`src/utf8_latin1_case_accent_folder_defines.svh`:
```
// Assertion helpers for the folder top module.
`ifndef UTF8_LATIN1_CASE_ACCENT_FOLDER_DEFINES_SVH
`define UTF8_LATIN1_CASE_ACCENT_FOLDER_DEFINES_SVH

// Condition must hold at every clock edge outside reset.
`define UTF8F_ASSERT_ALWAYS(label, cond, msg) \
   label: assert property (@(posedge clock) disable iff (reset) (cond)) \
      else $error(msg);

// When pre holds, post must hold in the next cycle.
`define UTF8F_ASSERT_NEXT(label, pre, post, msg) \
   label: assert property (@(posedge clock) disable iff (reset) (pre) |=> (post)) \
      else $error(msg);

`endif

```
`src/utf8f_pkg.sv`:
```
package utf8f_pkg;

   localparam logic [7:0] LEAD_BYTE    = 8'hC3;
   localparam logic [7:0] CAP_LO       = 8'h80;
   localparam logic [7:0] CAP_HI       = 8'h9E;
   localparam logic [7:0] CAP_TIMES    = 8'h97;
   localparam logic [7:0] CASE_OFFSET  = 8'h20;
   localparam logic [7:0] ASCII_CAP_LO = 8'h41;
   localparam logic [7:0] ASCII_CAP_HI = 8'h5A;

   // CSR map
   localparam int unsigned CSR_ADDR_W = 3;
   localparam logic        REG_FOLD_MODE = 1'b0;

   // One result byte as it sits in the result queue
   typedef struct packed {
      logic [7:0] data;
      logic       run_last;
      logic       last;
   } rsp_entry_type;

   // What one request turns into
   typedef struct packed {
      logic [1:0]    count;
      rsp_entry_type first;
      rsp_entry_type second;
      logic          lead_next;
   } xlate_type;

endpackage

```
`src/utf8f_xlate.sv`:
```
module utf8f_xlate (
   input  logic [7:0]          in_byte,
   input  logic                in_end,
   input  logic                lead_pending,
   input  logic                fold_mode,
   output utf8f_pkg::xlate_type result
);
   import utf8f_pkg::*;

   // ASCII base letter of an accented vowel partner, zero when none
   function automatic logic [7:0] vowel_base(input logic [7:0] d);
      logic [7:0] e;
      logic [7:0] base;
      e    = d & 8'hDF;
      base = 8'h00;
      if (d[7:6] == 2'b10) begin
         if (e <= 8'h83) base = 8'h61;
         else if (e >= 8'h88 && e <= 8'h8B) base = 8'h65;
         else if (e >= 8'h8C && e <= 8'h8F) base = 8'h69;
         else if (e >= 8'h92 && e <= 8'h96) base = 8'h6F;
         else if (e >= 8'h99 && e <= 8'h9C) base = 8'h75;
      end
      return base;
   endfunction

   logic [7:0] base;
   logic [7:0] partner;
   logic [7:0] single;

   assign base = vowel_base(in_byte);

   // Latin-1 capital partner gets lowercased outside fold mode
   always_comb begin
      partner = in_byte;
      if (!fold_mode && in_byte >= CAP_LO && in_byte <= CAP_HI && in_byte != CAP_TIMES) begin
         partner = in_byte + CASE_OFFSET;
      end
   end

   // ASCII capital lowercased
   always_comb begin
      single = in_byte;
      if (in_byte >= ASCII_CAP_LO && in_byte <= ASCII_CAP_HI) begin
         single = in_byte + CASE_OFFSET;
      end
   end

   always_comb begin
      result           = '0;
      result.lead_next = 1'b0;
      if (lead_pending) begin
         if (fold_mode && base != 8'h00) begin
            result.count = 2'd1;
            result.first = '{data: base, run_last: 1'b1, last: in_end};
         end else begin
            result.count  = 2'd2;
            result.first  = '{data: LEAD_BYTE, run_last: 1'b0, last: 1'b0};
            result.second = '{data: partner, run_last: 1'b1, last: in_end};
         end
      end else if (in_byte == LEAD_BYTE && !in_end) begin
         result.count     = 2'd0;
         result.lead_next = 1'b1;
      end else begin
         result.count = 2'd1;
         result.first = '{data: single, run_last: 1'b1, last: in_end};
      end
   end

endmodule

```
`src/utf8_latin1_case_accent_folder.sv`:
```
// UTF-8 Latin-1 case and accent folder.
// Request channel: req_valid/req_ready with req_in_byte and req_in_end, one byte of
// a UTF-8 string per request, req_in_end set on the last byte of the string.
// Response channel: rsp_valid/rsp_ready with rsp_out_byte, rsp_out_run_last and
// rsp_out_end. Each request gives zero, one or two responses; run_last marks the
// last response of a request and out_end rides on it.
// Configuration: APB write to byte address 0 sets fold_mode (bit 0); reads return it.
// Path: an accepted request goes through the input register, then the two-entry
// result queue, before its first response. Throughput: one request per cycle
// while rsp_ready stays high. A two-byte character takes two requests and gives
// at most two responses, so the result queue drains as fast as it fills.
// A request leaves the input register only when the queue has room for all of its
// responses; when the receiver stalls, the queue fills, the input register holds
// and req_ready drops.
// Reset clears the held lead byte, empties both stages and sets fold_mode to 0.
module utf8_latin1_case_accent_folder (
   input  logic                             clock,
   input  logic                             reset,
   input  logic                             req_valid,
   output logic                             req_ready,
   input  logic [7:0]                       req_in_byte,
   input  logic                             req_in_end,
   output logic                             rsp_valid,
   input  logic                             rsp_ready,
   output logic [7:0]                       rsp_out_byte,
   output logic                             rsp_out_run_last,
   output logic                             rsp_out_end,
   input  logic                             psel,
   input  logic                             penable,
   input  logic                             pwrite,
   input  logic [utf8f_pkg::CSR_ADDR_W-1:0] paddr,
   input  logic [31:0]                      pwdata,
   output logic [31:0]                      prdata,
   output logic                             pready
);
   import utf8f_pkg::*;
`include "utf8_latin1_case_accent_folder_defines.svh"

   logic          fold_mode_ff, fold_mode_in;
   logic          lead_ff, lead_in;
   logic          s1_valid_ff, s1_valid_in;
   logic [7:0]    s1_byte_ff;
   logic          s1_end_ff;
   logic [1:0]    count_ff, count_in;
   rsp_entry_type ent0_ff, ent0_in;
   rsp_entry_type ent1_ff, ent1_in;
   xlate_type     xl;
   logic          pop;
   logic [1:0]    keep;
   logic [1:0]    free;
   logic          s1_fire;
   logic          csr_wr;

   // CSR port
   assign pready = 1'b1;
   assign csr_wr = psel && penable && pwrite;
   always_comb begin
      fold_mode_in = fold_mode_ff;
      if (csr_wr && paddr[2] == REG_FOLD_MODE) fold_mode_in = pwdata[0];
   end
   assign prdata = (paddr[2] == REG_FOLD_MODE) ? {31'b0, fold_mode_ff} : 32'b0;

   // Byte translation
   utf8f_xlate u_xlate (
      .in_byte      (s1_byte_ff),
      .in_end       (s1_end_ff),
      .lead_pending (lead_ff),
      .fold_mode    (fold_mode_ff),
      .result       (xl)
   );

   // Room check against the result queue
   assign pop     = rsp_valid && rsp_ready;
   assign keep    = count_ff - {1'b0, pop};
   assign free    = 2'd2 - keep;
   assign s1_fire = s1_valid_ff && (xl.count <= free);

   // Input register
   assign req_ready = !s1_valid_ff || s1_fire;
   always_comb begin
      s1_valid_in = s1_valid_ff;
      if (req_valid && req_ready) s1_valid_in = 1'b1;
      else if (s1_fire) s1_valid_in = 1'b0;
   end

   assign lead_in = s1_fire ? xl.lead_next : lead_ff;

   // Result queue, head in entry 0
   always_comb begin
      ent0_in = ent0_ff;
      ent1_in = ent1_ff;
      if (pop) ent0_in = ent1_ff;
      count_in = keep;
      if (s1_fire) begin
         count_in = keep + xl.count;
         case (keep)
            2'd0: begin
               ent0_in = xl.first;
               ent1_in = xl.second;
            end
            2'd1: begin
               ent1_in = xl.first;
            end
            default: begin
            end
         endcase
      end
   end

   assign rsp_valid        = (count_ff != 2'd0);
   assign rsp_out_byte     = ent0_ff.data;
   assign rsp_out_run_last = ent0_ff.run_last;
   assign rsp_out_end      = ent0_ff.last;

   always_ff @(posedge clock) begin
      if (reset) begin
         fold_mode_ff <= 1'b0;
         lead_ff      <= 1'b0;
         s1_valid_ff  <= 1'b0;
         count_ff     <= 2'd0;
      end else begin
         fold_mode_ff <= fold_mode_in;
         lead_ff      <= lead_in;
         s1_valid_ff  <= s1_valid_in;
         count_ff     <= count_in;
      end
   end

   always_ff @(posedge clock) begin
      if (req_valid && req_ready) begin
         s1_byte_ff <= req_in_byte;
         s1_end_ff  <= req_in_end;
      end
      ent0_ff <= ent0_in;
      ent1_ff <= ent1_in;
   end

   // Checks
   `UTF8F_ASSERT_ALWAYS(a_count_range, count_ff != 2'd3, "result queue overfilled")
   `UTF8F_ASSERT_NEXT(a_pair_fills, s1_fire && xl.count == 2'd2, count_ff == 2'd2,
      "pair did not land as two queued results")
   `UTF8F_ASSERT_ALWAYS(a_pair_whole, !rsp_valid || rsp_out_run_last || count_ff == 2'd2,
      "first half of a pair queued without its partner")
   `UTF8F_ASSERT_ALWAYS(a_end_on_last, !rsp_valid || !rsp_out_end || rsp_out_run_last,
      "string end flagged on a result that is not the last of its request")

endmodule
```
`config.mk`:
```
export PLATFORM = sky130hd
export DESIGN_NAME = utf8_latin1_case_accent_folder
export DESIGN_NICKNAME = d
export VERILOG_FILES = /design/src/utf8f_pkg.sv /design/src/utf8f_xlate.sv /design/src/utf8_latin1_case_accent_folder.sv
export VERILOG_INCLUDE_DIRS = /design/src /design/src/src
export SDC_FILE = /design/constraint.sdc
export NUM_CORES = 1
export LEC_CHECK = 0
export BUFFER_PORTS_ARGS = -buffer_cell sky130_fd_sc_hd__buf_2
export CAP_MARGIN = 20
export CORE_MARGIN = 8
export CORE_UTILIZATION = 44
export CTS_CLUSTER_DIAMETER = 100
export DETAILED_ROUTE_END_ITERATION = 10
export GPL_TIMING_DRIVEN = 1
export PLACE_DENSITY = 0.74
export SETUP_SLACK_MARGIN = 0.3
export SKIP_LAST_GASP = 1
export SLEW_MARGIN = 5
export SYNTH_ARGS = -nofsm -noshare
export SYNTH_HDL_FRONTEND = slang
export SYNTH_SLANG_ARGS = --single-unit
```
`constraint.sdc`:
```
create_clock -name clock -period 3.7 [get_ports clock]
set_input_delay 0.925 -clock clock [delete_from_list [all_inputs] [get_ports clock]]
set_output_delay 0.925 -clock clock [all_outputs]
set_load 0.02 [all_outputs]
```
-- Word-level counts from Yosys, hierarchy flattened
Cells that the tools add are included.
- register bits after elaboration: 34
- latch bits: 0
- bits in writable memories: 0
- bits in read-only memories: 0
- input port bits: 51
- logic and storage cells: 85
- memories kept: 0
- $add $sub $neg: 4
- $mul: 0
- div/mod/pow operators: 0
- order comparisons: 14
- equal/unequal tests: 4
- shift-type cells: 0
- mux-type cells: 24
- bitwise logic cells: 1
- reductions and logical operators: 26
- operators with widths (operator ; number):
    $mux 10 ; 6
    $mux 8 ; 7
    $le 8x8->1 const B ; 6
    $ge 8x8->1 const B ; 5
    $mux 12 ; 2
    $pmux 10 s2 ; 1
    $logic_and 1x1->1 ; 16
    $add 8x6->8 const B ; 1
    $eq 8x8->1 const B ; 1
    $ge 8x7->1 const B ; 1
    $le 8x7->1 const B ; 1
    $ne 8x8->1 const B ; 1
    $reduce_bool 8->1 ; 1
    $mux 7 ; 1
    $mux 1 ; 6
    $reduce_bool 2->1 ; 3
    $logic_not 1->1 ; 3
    $add 2x2->2 ; 1
    $eq 2x1->1 const B ; 1
    $eq 2x2->1 const B ; 1
    $le 2x2->1 ; 1
    $logic_not 2->1 ; 1
    $mux 2 ; 1
    $reduce_and 2->1 ; 1
    other kinds (4) ; 4

-- Longest topological paths before layout
- depth in word-level cells: 17
- mapped depth: 14
- mapped depth without buffers: 12

-- Cells and area by module
A second synthesis with hierarchy kept.
- cells, all modules: 242
- area, all modules: 2394.8 um^2
- modules (own cells, without submodules) (module ; times used ; cells an instance ; area each (um^2)):
    utf8_latin1_case_accent_folder ; 1 ; 151 ; 1813.0
    utf8f_xlate ; 1 ; 91 ; 581.8

-- Least setup slack after synthesis
Ideal clock, no wire load.
- kind: input-to-output
- start point: input rsp_ready
- end point: output req_ready
- arrival time: 3.048 ns
- slack: -0.273 ns
- stages: 11
- buffers on the path: 1
- cell sequence: nand2_1 buf_2 inv_1 ha_1 xnor2_1 ha_1 ha_1 nor2b_1 o21ai_1 inv_1 nand2_1
- word-level cells in the longest chain between the ends: 6
- ends and longest elaborated chain (item ; RTL line ; text):
    from (decl) ; utf8_latin1_case_accent_folder.sv:24 ; input logic rsp_ready,
    $logic_and 1x1->1 ; utf8_latin1_case_accent_folder.sv:73 ; assign pop = rsp_valid && rsp_ready;
    $sub 2x1->2 ; utf8_latin1_case_accent_folder.sv:74 ; assign keep = count_ff - {1'b0, pop};
    $sub 2x2->2 ; utf8_latin1_case_accent_folder.sv:75 ; assign free = 2'd2 - keep;
    $le 2x2->1 ; utf8_latin1_case_accent_folder.sv:76 ; assign s1_fire = s1_valid_ff && (xl.count <= free);
    $logic_and 1x1->1 ; utf8_latin1_case_accent_folder.sv:76 ;
    $logic_or 1x1->1 ; utf8_latin1_case_accent_folder.sv:79 ; assign req_ready = !s1_valid_ff || s1_fire;
    to (decl) ; utf8_latin1_case_accent_folder.sv:20 ; output logic req_ready,
Every way passes these cells.

-- Worst setup path in the final report
Same ends and word-level chain as after synthesis.

==> qor.txt <==
Synth Register Bits: 34
# DRC: 0
Num CTS Buffers: 5
Synth area leaders: edfxtp_1 24%, dfxtp_1 12%, buf_4 10%
total die area: 8130 um^2
Final ANT Viol Nets: 0
final setup TNS: 0 ns
# rows: 27
Synth cell types: 65
ys flop type: edfxtp_1
Syn Inst Count: 263
CP startpoint kind: primary input
Synth warnings: 0
first-pass GRT wire length: 9230 um
initial core utilization: 0.447
H-tree Lvls: 2
Crit path required time: 2.77 ns
number of antenna violations at the first check in global routing: 0
layout cells sized above 1: 0.339
ant diodes: 0
synthesized cell area: 2420 um^2
initial drt markers: 165
Mean Syn Cell Area: 9.20 um^2
final hold viol count: 0
grt total ovfl: 0
register area share after synthesis: 0.360
vias in the first global route: 1934
IO Count: 96
Die X: 90.1 um
Sink Count: 34
Setup CP Type: primary input to primary output
Area Overhead vs Synth: 20.1%
CTS clk-pin slew, worst paths: 0.06 ns
port bufs: 30
Leak: 1.26 nW
TritonRoute pass-1 iters: 4
Max Clock Skew: 0.00885 ns
pin count of the biggest net entering global routing: 15
global placement routability congestion: 0.891
Routed wire per std cell: 14.0 um
peak supply drop: 0.327 mV
CTS root buffer: clkbuf_8
CTS Hold Bufs: 0
setup violators final: 0
CP Max Fanout: 2
Post-synth EDFFs: 19
clock buffer depth: 2
max_slew headroom: 0.592
area leader, netlist: edfxtp_1
hpwl dp: 3900 um
WP data arrival: 2.41 ns
RSZ-0062 raised after global routing: true
crit path time final: 3.33 ns
final instance area: 2910 um^2
CTS tree: built
commonest cells after routing, fill and taps aside: 36 x buf_4, 32 x conb_1, 29 x buf_2
most common cell after layout, fill and taps aside: buf_4
Worst Hold Class: flip-flop to flip-flop
Fmax: 300 MHz
pwr/cell area: 722 nW/um^2
Synth async-reset ratio: 0
Slew Viols, Final: 0
post-detailed-route via-to-cell ratio: 5.17
final net count: 374
Die Ht: 90.1 um
worst-skew pair later-pin latency: 0.29 ns
Max-cap violations: 0
status: complete, no violations
Overall Global Routing Usage: 0.135
Area after DPL: 2590 um^2
Synth top area share: 0.236
Least-Margin Pin Slew: 0.603 ns
Routed WL: 5420 um
fillers: 488
total number of vias: 2007
Util after Layout: 0.538
Final period util: 0.901
crit end category: primary output
core area: 5410 um^2
hold slack: 0.539 ns
==> path summary, 6_finish.rpt <==
path | to | cells past startpoint | from | slack, ns
setup / recovery | req_ready | 12 | rsp_ready | 0.37
setup reg to reg | count_ff[1] | 11 | s1_byte_ff[2] | 0.71
hold / removal | rsp_out_byte[0] | 2 | ent1_ff[2] | 0.54
hold reg to reg | rsp_out_byte[0] | 2 | ent1_ff[2] | 0.54
==> layout make-up <==
cell class | count | area (um^2) | share of cell area
Tap cell | 72 | 90.1 | 0.0310
Timing Repair Buffer | 66 | 427 | 0.147
Sequential cell | 34 | 871 | 0.300
Clock buffer | 7 | 86.3 | 0.0297
Inverter | 13 | 51.3 | 0.0177
Multi-Input combinational cell | 195 | 1380 | 0.473
Clock inverter | 1 | 5.00 | 0.00172
==> synth_stat cells (2+ instances only) <==
cell      number
conb_1         2
clkbuf_1       8
o21ai_0       15
o211ai_1       3
buf_2          3
a31oi_1        2
nor4_1         2
mux2_2         8
nor2_1        10
a211oi_1       3
xnor2_1        2
nand3_1        5
and4b_1        2
clkinv_1       2
nor3_1        10
nor4bb_1       2
dfxtp_1       15
buf_4         33
mux2i_1        5
inv_1         11
a21oi_1       20
ha_1           8
nor2b_1        4
o22ai_1        2
buf_6          6
o21ai_1        2
nand2b_1       3
edfxtp_1      19
nand2_1       19
o31ai_1        2
==> critical path, cell delays in order <==
cell     delay [ns]
buf_2          0.13
nand2_8        0.06
inv_4          0.03
ha_4           0.16
xnor2_4        0.16
ha_4           0.22
ha_4           0.26
nor2b_4        0.15
o21ai_4        0.06
inv_2          0.06
nand2_2        0.05
buf_6          0.14
==> logic make-up after synthesis <==
| logic type | synth area share |
|---|---|
| compound gates | 0.193 |
| simple gates | 0.167 |
| buf+inv | 0.171 |
| xor+xnor | 0.00724 |
| other cells | 0.00311 |
| fa+ha+maj | 0.0414 |
| mux | 0.0579 |
| flops | 0.360 |
==> flip-flops by register name, summed over array words and instances, names as in the netlist <==
signal and cells:
rsp_out_end 1, lead_ff 1, fold_mode_ff 1, ent1_ff 10, rsp_out_run_last 1, s1_valid_ff 1
s1_end_ff 1, rsp_out_byte 8, count_ff 2, s1_byte_ff 8
==> repair_timing <==
action,4_1_cts,5_1_grt
buffers inserted,14,8
pin swaps,4,1
resized for setup,5,6
setup endpoints to repair,1,1
gates cloned,0,0
==> per-stage QoR <==
| step | std cells | total power [mW] | worst slack, ns |
|---|---|---|---|
| global placement | 358 | 1.65 | 0.162 |
| detailed placement | 358 | 1.69 | 0.150 |
| floorplan | 293 | 1.47 | 0.183 |
| CTS | 380 | 2.07 | 0.327 |
| finish | 388 | 2.10 | 0.367 |
| global route | 388 | 2.26 | 0.262 |
==> power breakdown <==
part / leakage [nW] / internal (mW) / switching, mW / total [mW]
Clock: 0.0482 / 0.150 / 0.134 / 0.284
Combinational: 0.908 / 0.542 / 0.630 / 1.17
Sequential: 0.307 / 0.564 / 0.0775 / 0.641
Total: 1.26 / 1.26 / 0.841 / 2.10
==> routing by layer <==
| metal | vias to the layer above | global-route usage | share of wire |
|---|---|---|---|
| li1 | 989 | - | - |
| met1 | 920 | 0.160 | 0.44 |
| met2 | 92 | 0.220 | 0.47 |
| met3 | 6 | 0.0407 | 0.073 |
| met4 | 0 | 0.0596 | 0.015 |
| met5 | - | 0 | 0 |
Note: power is estimated with default switching activity, not from simulation.
